[src/sv/fva_pkg.sv]
// Shared types, codes and float helpers for the binary32 vector ALU.
package fva_pkg;

	localparam int LANES = 4;
	localparam int LANE_LAT = 7;

	localparam logic [2:0] FN_AXPY  = 3'd0;
	localparam logic [2:0] FN_AXMY  = 3'd1;
	localparam logic [2:0] FN_ADD   = 3'd2;
	localparam logic [2:0] FN_SUB   = 3'd3;
	localparam logic [2:0] FN_SCALE = 3'd4;

	localparam logic [1:0] ADDR_SCALE = 2'd0;
	localparam logic [31:0] SCALE_RST = 32'h3F80_0000;
	localparam logic [31:0] QNAN = 32'h7FC0_0000;

	typedef struct packed {
		logic [2:0]  func;
		logic [31:0] x_lane0;
		logic [31:0] x_lane1;
		logic [31:0] x_lane2;
		logic [31:0] x_lane3;
		logic [31:0] y_lane0;
		logic [31:0] y_lane1;
		logic [31:0] y_lane2;
		logic [31:0] y_lane3;
		logic        last_in;
	} in_word_t;

	typedef struct packed {
		logic [31:0] r_lane0;
		logic [31:0] r_lane1;
		logic [31:0] r_lane2;
		logic [31:0] r_lane3;
		logic        last_out;
	} out_word_t;

	typedef struct packed {
		logic use_mul;
		logic use_add;
		logic neg_y;
		logic zero_out;
	} ctl_t;

	function automatic logic is_nan(input logic [31:0] v);
		return (v[30:23] == 8'hFF) && (v[22:0] != 23'd0);
	endfunction

	function automatic logic is_inf(input logic [31:0] v);
		return (v[30:23] == 8'hFF) && (v[22:0] == 23'd0);
	endfunction

	function automatic logic is_zero(input logic [31:0] v);
		return v[30:0] == 31'd0;
	endfunction

	function automatic logic [5:0] lzc48(input logic [47:0] v);
		logic [5:0] n;
		n = 6'd48;
		for (int i = 0; i < 48; i++) begin
			if (v[i]) n = 6'(47 - i);
		end
		return n;
	endfunction

	// m[25:2] kept bits, m[1] guard, m[0] sticky; be is the biased exponent of m[25]
	function automatic logic [31:0] round_pack(input logic sgn, input logic signed [9:0] be,
			input logic [25:0] m);
		logic [4:0]  sh;
		logic [25:0] mask;
		logic [25:0] ms;
		logic        lost;
		logic        up;
		logic [24:0] kept;
		logic signed [9:0] bex;
		logic [22:0] mant;
		if (be < 10'sd1) begin
			if (be < -10'sd24) sh = 5'd26;
			else sh = 5'(10'sd1 - be);
		end else begin
			sh = 5'd0;
		end
		mask = (26'd1 << sh) - 26'd1;
		lost = |(m & mask);
		ms = m >> sh;
		ms[0] = ms[0] | lost;
		up = ms[1] & (ms[0] | ms[2]);
		kept = {1'b0, ms[25:2]} + {24'd0, up};
		if (be < 10'sd1) return {sgn, 7'd0, kept[23:0]};
		bex = kept[24] ? be + 10'sd1 : be;
		mant = kept[24] ? 23'd0 : kept[22:0];
		if (bex >= 10'sd255) return {sgn, 8'hFF, 23'd0};
		return {sgn, bex[7:0], mant};
	endfunction

endpackage

[src/sv/fva_fmul.sv]
// Three-stage binary32 multiplier: product, normalise, round.
module fva_fmul (
	input  logic        clk,
	input  logic        en,
	input  logic [31:0] a,
	input  logic [31:0] b,
	output logic [31:0] r
);

	logic        sgn;
	logic        spec;
	logic [31:0] specv;
	logic [7:0]  ea, eb;

	logic        sgn_s1, spec_s1;
	logic [31:0] specv_s1;
	logic signed [9:0] e_s1;
	logic [47:0] p_s1;

	logic [5:0]  lz;
	logic [47:0] pn;

	logic        sgn_s2, spec_s2;
	logic [31:0] specv_s2;
	logic signed [9:0] be_s2;
	logic [25:0] m_s2;

	logic [31:0] r_s3;

	always_comb begin
		sgn = a[31] ^ b[31];
		spec = 1'b1;
		specv = {sgn, 31'd0};
		if (fva_pkg::is_nan(a) || fva_pkg::is_nan(b)) begin
			specv = fva_pkg::QNAN;
		end else if (fva_pkg::is_inf(a) || fva_pkg::is_inf(b)) begin
			specv = (fva_pkg::is_zero(a) || fva_pkg::is_zero(b)) ? fva_pkg::QNAN
				: {sgn, 8'hFF, 23'd0};
		end else if (!(fva_pkg::is_zero(a) || fva_pkg::is_zero(b))) begin
			spec = 1'b0;
		end
		ea = (a[30:23] == 8'd0) ? 8'd1 : a[30:23];
		eb = (b[30:23] == 8'd0) ? 8'd1 : b[30:23];
	end

	always_ff @(posedge clk) begin
		if (en) begin
			sgn_s1 <= sgn;
			spec_s1 <= spec;
			specv_s1 <= specv;
			e_s1 <= $signed({2'b00, ea}) + $signed({2'b00, eb}) - 10'sd300;
			p_s1 <= {24'd0, (a[30:23] != 8'd0), a[22:0]} * {24'd0, (b[30:23] != 8'd0), b[22:0]};
		end
	end

	assign lz = fva_pkg::lzc48(p_s1);
	assign pn = p_s1 << lz;

	always_ff @(posedge clk) begin
		if (en) begin
			sgn_s2 <= sgn_s1;
			spec_s2 <= spec_s1;
			specv_s2 <= specv_s1;
			be_s2 <= e_s1 + 10'sd174 - $signed({4'd0, lz});
			m_s2 <= {pn[47:23], |pn[22:0]};
		end
	end

	always_ff @(posedge clk) begin
		if (en) begin
			r_s3 <= spec_s2 ? specv_s2 : fva_pkg::round_pack(sgn_s2, be_s2, m_s2);
		end
	end

	assign r = r_s3;

endmodule

[src/sv/fva_fadd.sv]
// Four-stage binary32 adder: align, add, normalise, round; with a bypass value.
module fva_fadd (
	input  logic        clk,
	input  logic        en,
	input  logic [31:0] a,
	input  logic [31:0] b,
	input  logic        pass,
	input  logic [31:0] pass_val,
	output logic [31:0] r
);

	logic        spec;
	logic [31:0] specv;
	logic        swap;
	logic [31:0] big, sml;
	logic [7:0]  exb, exs, d;
	logic [26:0] bfull, bsh, bmask;
	logic [4:0]  dsh;

	logic        sgn_s1, sub_s1, spec_s1;
	logic [31:0] specv_s1;
	logic [7:0]  exp_s1;
	logic [26:0] a_s1, b_s1;

	logic        sgn_s2, spec_s2;
	logic [31:0] specv_s2;
	logic [7:0]  exp_s2;
	logic [27:0] sum_s2;

	logic [5:0]  lz;
	logic [47:0] sn;

	logic        sgn_s3, spec_s3, zero_s3;
	logic [31:0] specv_s3;
	logic signed [9:0] be_s3;
	logic [25:0] m_s3;

	logic [31:0] r_s4;

	always_comb begin
		spec = 1'b1;
		specv = a;
		if (pass) begin
			specv = pass_val;
		end else if (fva_pkg::is_nan(a) || fva_pkg::is_nan(b)) begin
			specv = fva_pkg::QNAN;
		end else if (fva_pkg::is_inf(a) && fva_pkg::is_inf(b)) begin
			specv = (a[31] ^ b[31]) ? fva_pkg::QNAN : a;
		end else if (fva_pkg::is_inf(a)) begin
			specv = a;
		end else if (fva_pkg::is_inf(b)) begin
			specv = b;
		end else if (fva_pkg::is_zero(a) && fva_pkg::is_zero(b)) begin
			specv = a & b;
		end else if (fva_pkg::is_zero(a)) begin
			specv = b;
		end else if (fva_pkg::is_zero(b)) begin
			specv = a;
		end else begin
			spec = 1'b0;
		end
		swap = b[30:0] > a[30:0];
		big = swap ? b : a;
		sml = swap ? a : b;
		exb = (big[30:23] == 8'd0) ? 8'd1 : big[30:23];
		exs = (sml[30:23] == 8'd0) ? 8'd1 : sml[30:23];
		d = exb - exs;
		dsh = (d > 8'd26) ? 5'd27 : d[4:0];
		bfull = {(sml[30:23] != 8'd0), sml[22:0], 3'b000};
		bmask = (27'd1 << dsh) - 27'd1;
		// fold shifted-out bits into the sticky bit
		bsh = (bfull >> dsh) | {26'd0, |(bfull & bmask)};
	end

	always_ff @(posedge clk) begin
		if (en) begin
			sgn_s1 <= big[31];
			sub_s1 <= a[31] ^ b[31];
			spec_s1 <= spec;
			specv_s1 <= specv;
			exp_s1 <= exb;
			a_s1 <= {(big[30:23] != 8'd0), big[22:0], 3'b000};
			b_s1 <= bsh;
		end
	end

	always_ff @(posedge clk) begin
		if (en) begin
			sgn_s2 <= sgn_s1;
			spec_s2 <= spec_s1;
			specv_s2 <= specv_s1;
			exp_s2 <= exp_s1;
			sum_s2 <= sub_s1 ? {1'b0, a_s1} - {1'b0, b_s1} : {1'b0, a_s1} + {1'b0, b_s1};
		end
	end

	assign lz = fva_pkg::lzc48({sum_s2, 20'd0});
	assign sn = {sum_s2, 20'd0} << lz;

	always_ff @(posedge clk) begin
		if (en) begin
			sgn_s3 <= sgn_s2;
			spec_s3 <= spec_s2;
			specv_s3 <= specv_s2;
			zero_s3 <= sum_s2 == 28'd0;
			be_s3 <= $signed({2'b00, exp_s2}) + 10'sd1 - $signed({4'd0, lz});
			m_s3 <= {sn[47:23], |sn[22:20]};
		end
	end

	always_ff @(posedge clk) begin
		if (en) begin
			if (spec_s3) r_s4 <= specv_s3;
			else if (zero_s3) r_s4 <= 32'd0;
			else r_s4 <= fva_pkg::round_pack(sgn_s3, be_s3, m_s3);
		end
	end

	assign r = r_s4;

endmodule

[src/sv/fva_lane.sv]
// One lane: scaled multiply followed by the add/subtract, with operand selection.
module fva_lane (
	input  logic         clk,
	input  logic         en,
	input  fva_pkg::ctl_t ctl,
	input  logic [31:0]  scale,
	input  logic [31:0]  x,
	input  logic [31:0]  y,
	output logic [31:0]  r
);

	logic [31:0] prod;
	fva_pkg::ctl_t ctl_s1, ctl_s2, ctl_s3;
	logic [31:0] x_s1, x_s2, x_s3;
	logic [31:0] y_s1, y_s2, y_s3;
	logic [31:0] op_a, op_b, pv;

	fva_fmul u_mul (
		.clk(clk),
		.en (en),
		.a  (scale),
		.b  (x),
		.r  (prod)
	);

	// hold x, y and control alongside the multiplier
	always_ff @(posedge clk) begin
		if (en) begin
			ctl_s1 <= ctl;
			ctl_s2 <= ctl_s1;
			ctl_s3 <= ctl_s2;
			x_s1 <= x;
			x_s2 <= x_s1;
			x_s3 <= x_s2;
			y_s1 <= y;
			y_s2 <= y_s1;
			y_s3 <= y_s2;
		end
	end

	assign op_a = ctl_s3.use_mul ? prod : x_s3;
	assign op_b = {y_s3[31] ^ ctl_s3.neg_y, y_s3[30:0]};
	assign pv = ctl_s3.zero_out ? 32'd0 : prod;

	fva_fadd u_add (
		.clk     (clk),
		.en      (en),
		.a       (op_a),
		.b       (op_b),
		.pass    (!ctl_s3.use_add),
		.pass_val(pv),
		.r       (r)
	);

endmodule

[config.mk]
export PLATFORM = sky130hd
export DESIGN_NAME = fva_lane
export DESIGN_NICKNAME = d
export VERILOG_FILES = /design/src/sv/fva_pkg.sv /design/src/sv/fva_fmul.sv /design/src/sv/fva_fadd.sv /design/src/sv/fva_lane.sv
export SDC_FILE = /design/constraint.sdc
export NUM_CORES = 2
export LEC_CHECK = 0
export BUFFER_PORTS_ARGS = -buffer_cell sky130_fd_sc_hd__buf_2
export CAP_MARGIN = 0
export CORE_MARGIN = 2
export CORE_UTILIZATION = 30
export CTS_CLUSTER_DIAMETER = 100
export CTS_CLUSTER_SIZE = 30
export DETAILED_ROUTE_END_ITERATION = 8
export HOLD_SLACK_MARGIN = 0.12
export SYNTH_ARGS = -nofsm -noshare
export SYNTH_HDL_FRONTEND = slang
export SYNTH_SLANG_ARGS = --single-unit
export TNS_END_PERCENT = 20
[constraint.sdc]
create_clock -name clk -period 15.25 [get_ports clk]
set_input_delay 3.05 -clock clk [delete_from_list [all_inputs] [get_ports clk]]
set_output_delay 3.05 -clock clk [all_outputs]
set_load 0.05 [all_outputs]
# After elaboration in Yosys (flattened, before gate mapping)
# Index checks and enable logic that the tools add are counted.
# Widths: inputs -> output; s select.
# word_totals
reg_bits	665
input_bits	102
out_inout_bits	32
elab_cells	282
# op_classes
addsub	18
n_mul	1
n_lt_le_gt_ge	8
n_eq_ne	4
n_shift	8
mux	135
bitwise_logic	16
n_reduce_logical	43
# ops
cell	count
$mux 32	24
$mux 6	60
$mux 5	25
$logic_not 31->1	4
$shl 48x6->48	2
$logic_not 23->1	4
$reduce_bool 23->1	4
$and 26x26->26	2
$reduce_or 26->1	2
$shl 1x5->26 const A	2
$shr 26x5->26	2
$sub 26x1->26 const B	2
$add 24x1->25	2
$mul 24x24->48	1
$mux 23	2
$and 32x32->32	1
$eq 8x8->1 const B	4
$logic_not 8->1	4
$mux 8	4
$reduce_bool 8->1	4
$gt 31x31->1	1
$mux 31	1
$add 27x27->28	1
$logic_not 28->1	1
32 further kinds	74

# Logic depth before layout (Yosys ltp)
# logic_depth
ltp_word	50
depth_mapped	39
depth_no_buf	30

# Hierarchy
# Synthesis repeated with hierarchy kept, for this count alone.
# unflattened
hier_cells	5813
area_unflattened_um2	57632.8
# by_module_without_submodules
mod	instances	cells_per_inst	area_each_um2	seq_area_each_um2
fva_fmul	1	3373	30066.3	4083.9
fva_fadd	1	2163	20612.3	8017.7
fva_lane	1	277	6954.2	6125.9

# Worst setup path before layout
# No wires, ideal clock.
# synth_timing
path_type	input -> register
startpoint	in x[6]
endpoint	reg u_mul.p_s1[46] (data pin)
setup_time_ns	0.262
arrival_ns	10.353
required_ns	14.988
slack_ns	4.635
stages	27
n_path_buf	2
cell_sequence	clkbuf_1 clkbuf_1 nand2_1 fa_1 fa_1 inv_1 fa_1 ha_1 inv_1 fa_1 inv_1 fa_1 fa_1 ha_1 a21o_1 a2111oi_0 a21boi_0 o21a_1 o311ai_0 a32o_1 o21a_1 or4b_2 a31o_2 nor2b_1 nor4_1 o21bai_1 xor2_1
# synth_between
elab_chain_len	1
# synth_rtl
element	line_no	rtl
from (decl)	fva_lane.sv:7	input logic [31:0] x,
$mul 24x24->48	fva_fmul.sv:52	p_s1 <= {24'd0, (a[30:23] != 8'd0), a[22:0]} * {24'd0, (b[30:23] != 8'd0), b[22:0]};
to (signal assigned)	fva_fmul.sv:52	
to (decl)	fva_fmul.sv:18	logic [47:0] p_s1;
# Every way passes these cells.
# A chain may end at the register's enable or synchronous reset.

# Final worst setup path
# layout_timing
startpoint	in x[3]
endpoint	reg u_mul.p_s1[46] (data pin)
# Same word-level chain as after synthesis.

==> metrics <==
Fmax=91.36 MHz; Crit path largest cell delay=between 0.6 and 0.7 ns; CTS buffer count=36; row count=160; status=complete, no violations; global route overflow=0; Area contributors post-synth=edfxtp_1 (32%), fa_1 (17%), ha_1 (7.3%); largest net degree at the start of global routing=171; htree depth=2; most common cell in the netlist=inv_1; Post-CTS Setup Inserts=0; Worst setup startpoint=x[3]; hold depth=0; Initial Util=0.3015; required time worst endpoint=15.62 ns; DRC=0; Final Critical Period=10.95 ns; Worst R2R End=u_add.b_s1[0]; vias in the first global route=44610; Resize count post-CTS=0; arrival time at the worst endpoint=~11 ns; slew of the pin with the lowest slew margin=between 1 and 1.5 ns; CP top delay family=adder cells; post-synth net total=6821; biggest area consumer among synthesized cells=edfxtp_1; element type at the critical path start=input pin; crit path max-delay cell type=or4b_2; wire length per cell=21.53 µm; DR vias=44570; P&R area growth vs syn=8.062%; CTS clk-pin slew, worst paths=0.11 ns; die area=194500 µm²; setup repair after global routing missed its margin=false; CP endpoint kind=register; I/O pin count=approximately 130; first-pass GRT wire length=about 270 mm; post-synthesis average cell area=9.713 µm²; synth cell count leaders=inv_1 (691), nand2_1 (683), edfxtp_1 (607), fa_1 (487), nor2_1 (340); I/O Buffers=133; # clock sinks=607; Worst Setup EP=u_mul.p_s1[46]; skew final=0.06818 ns; Reg2Reg Depth=29; Yosys cell types=101; Yosys Warn Count=0; final hold violation count=0; total track usage=0.1826; MaxCap Viol Count=0; die height=441.0 µm; FF-to-FF setup slack=between 5 and 6 ns; reg2reg start=ctl_s3[3]; Detailed Route WL=180.3 mm; Worst Path Buf+Inv=4; ys async rst share=0; setup TNS=0 ns; Die X=between 400 and 500 µm; worst skew pair latency=about 0.66 ns; CTS tree=yes; DPL Wire Length=137.1 mm; Post-DRT Antenna Nets=0; Synth Register Bits=607; Pre-antenna DRT Iters=6; fin nets=6761; maximum fanout along the worst path=26; Via-to-Cell Ratio=5.322; core area=190000 µm²; WP depth=26; layout cells sized above 1=0.06655; Iter 0 DRT Violations=3232; worst hold path class=reg2reg; Mapped Area=57290 µm²; Most common cell on crit path=fa_1; GPL Wtd Cong=0.9563; Max Slew Vio Count=0; post-synth top area share=0.3182; Max Root-Sink Buffers=3; max_slew headroom=0.1537; register area share after synthesis=0.3182; root buf cell=clkbuf_16; Post-synth EDFFs=roughly 600; critical path class=in2reg; crit share post-route=0.7178; final setup fails=0; Primary FF master, synth=edfxtp_1; Syn Inst Count=5898; # hold bufs at CTS=0; initial antenna violation count=17
## registers in the layout, summed over array words and instances (netlist names), 24 cells and up
name and cells:
u_add.a_s1 24, u_add.b_s1 27, u_add.m_s3 26, u_add.r 32, u_add.specv_s1 32, u_add.specv_s2 32
u_add.specv_s3 32, u_add.sum_s2 28, u_mul.m_s2 26, u_mul.p_s1 48, u_mul.r 32, x_s1 32
x_s2 32, x_s3 32, y_s1 32, y_s2 32, y_s3 32
## how the worst min path moves through the flow
stage	from	to	slack, ns
4_1_cts	u_add.specv_s1[9]	u_add.specv_s2[9]	0.39
2_1_floorplan	ctl_s1[0]	ctl_s2[0]	0.40
6_report	u_add.specv_s1[9]	u_add.specv_s2[9]	0.39
3_5_place_dp	u_add.sgn_s1	u_add.sgn_s2	0.40
3_3_place_gp	y_s2[29]	y_s3[29]	0.40
5_1_grt	y_s1[24]	y_s2[24]	0.40
## cell type report
| class | instances | area, µm² |
|---|---|---|
| Fill cell | 19420 | 128100 |
| Antenna cell | 4 | 10.01 |
| Sequential cell | 607 | 18230 |
| Timing Repair Buffer | 219 | 1334 |
| Multi-Input combinational cell | 4282 | 35290 |
| Inverter | 692 | 2597 |
| Tap cell | 2511 | 3142 |
| Clock buffer | 38 | 929.6 |
| Clock inverter | 22 | 376.6 |
## per-stage QoR
stage | hold slack (ns) | instance area (µm²) | cells | setup slack, ns | utilization
floorplan | 0.4003 | 57290 | 5898 | 4.635 | -
global placement | 0.4016 | 60590 | 8311 | 3.746 | 0.3189
detailed placement | 0.4045 | 60590 | 8311 | 3.746 | 0.3189
CTS | 0.3868 | 61890 | 8371 | 4.405 | 0.3258
global route | 0.4043 | 61900 | 8375 | 4.015 | 0.3258
finish | 0.3927 | 61900 | 8375 | 4.304 | 0.3258
## cell usage in the layout (no fill, tap or decap), types with 55 or more instances in the layout
cell	instances
edfxtp_1	607
mux2i_1	291
ha_1	334
nand3_1	107
nor2_1	337
nor3_1	99
a21o_1	72
buf_4	85
nand2_1	683
a211oi_1	70
nand4_1	58
and2_1	227
inv_1	691
buf_2	132
o21ai_0	211
a21oi_1	306
xor2_1	55
fa_1	487
xnor2_1	116
## cells by family (layout without fill, tap and decap cells)
family / after synthesis / in the layout / share of synthesized area
multiplexers: 329 / 329 / 0.05995
flip-flops: 607 / 607 / 0.3182
other: 0 / 4 / 0
AND/OR/NAND/NOR: 1791 / 1791 / 0.1504
adder cells (fa/ha/maj): 821 / 821 / 0.2431
XOR/XNOR: 171 / 171 / 0.02614
buffers and inverters: 1009 / 971 / 0.06703
AO/OA/AOI/OAI: 1170 / 1170 / 0.1352
## per-layer routing
layer | track usage | share of wire
met5 | 0 | 0.00079
met4 | 0.08648 | 0.052
met3 | 0.02109 | 0.052
met2 | 0.3217 | 0.50
met1 | 0.2211 | 0.39
Power is left out: the tool's default activity adds up to more than one toggle a clock period on the data nets, which glitch-free logic cannot reach.
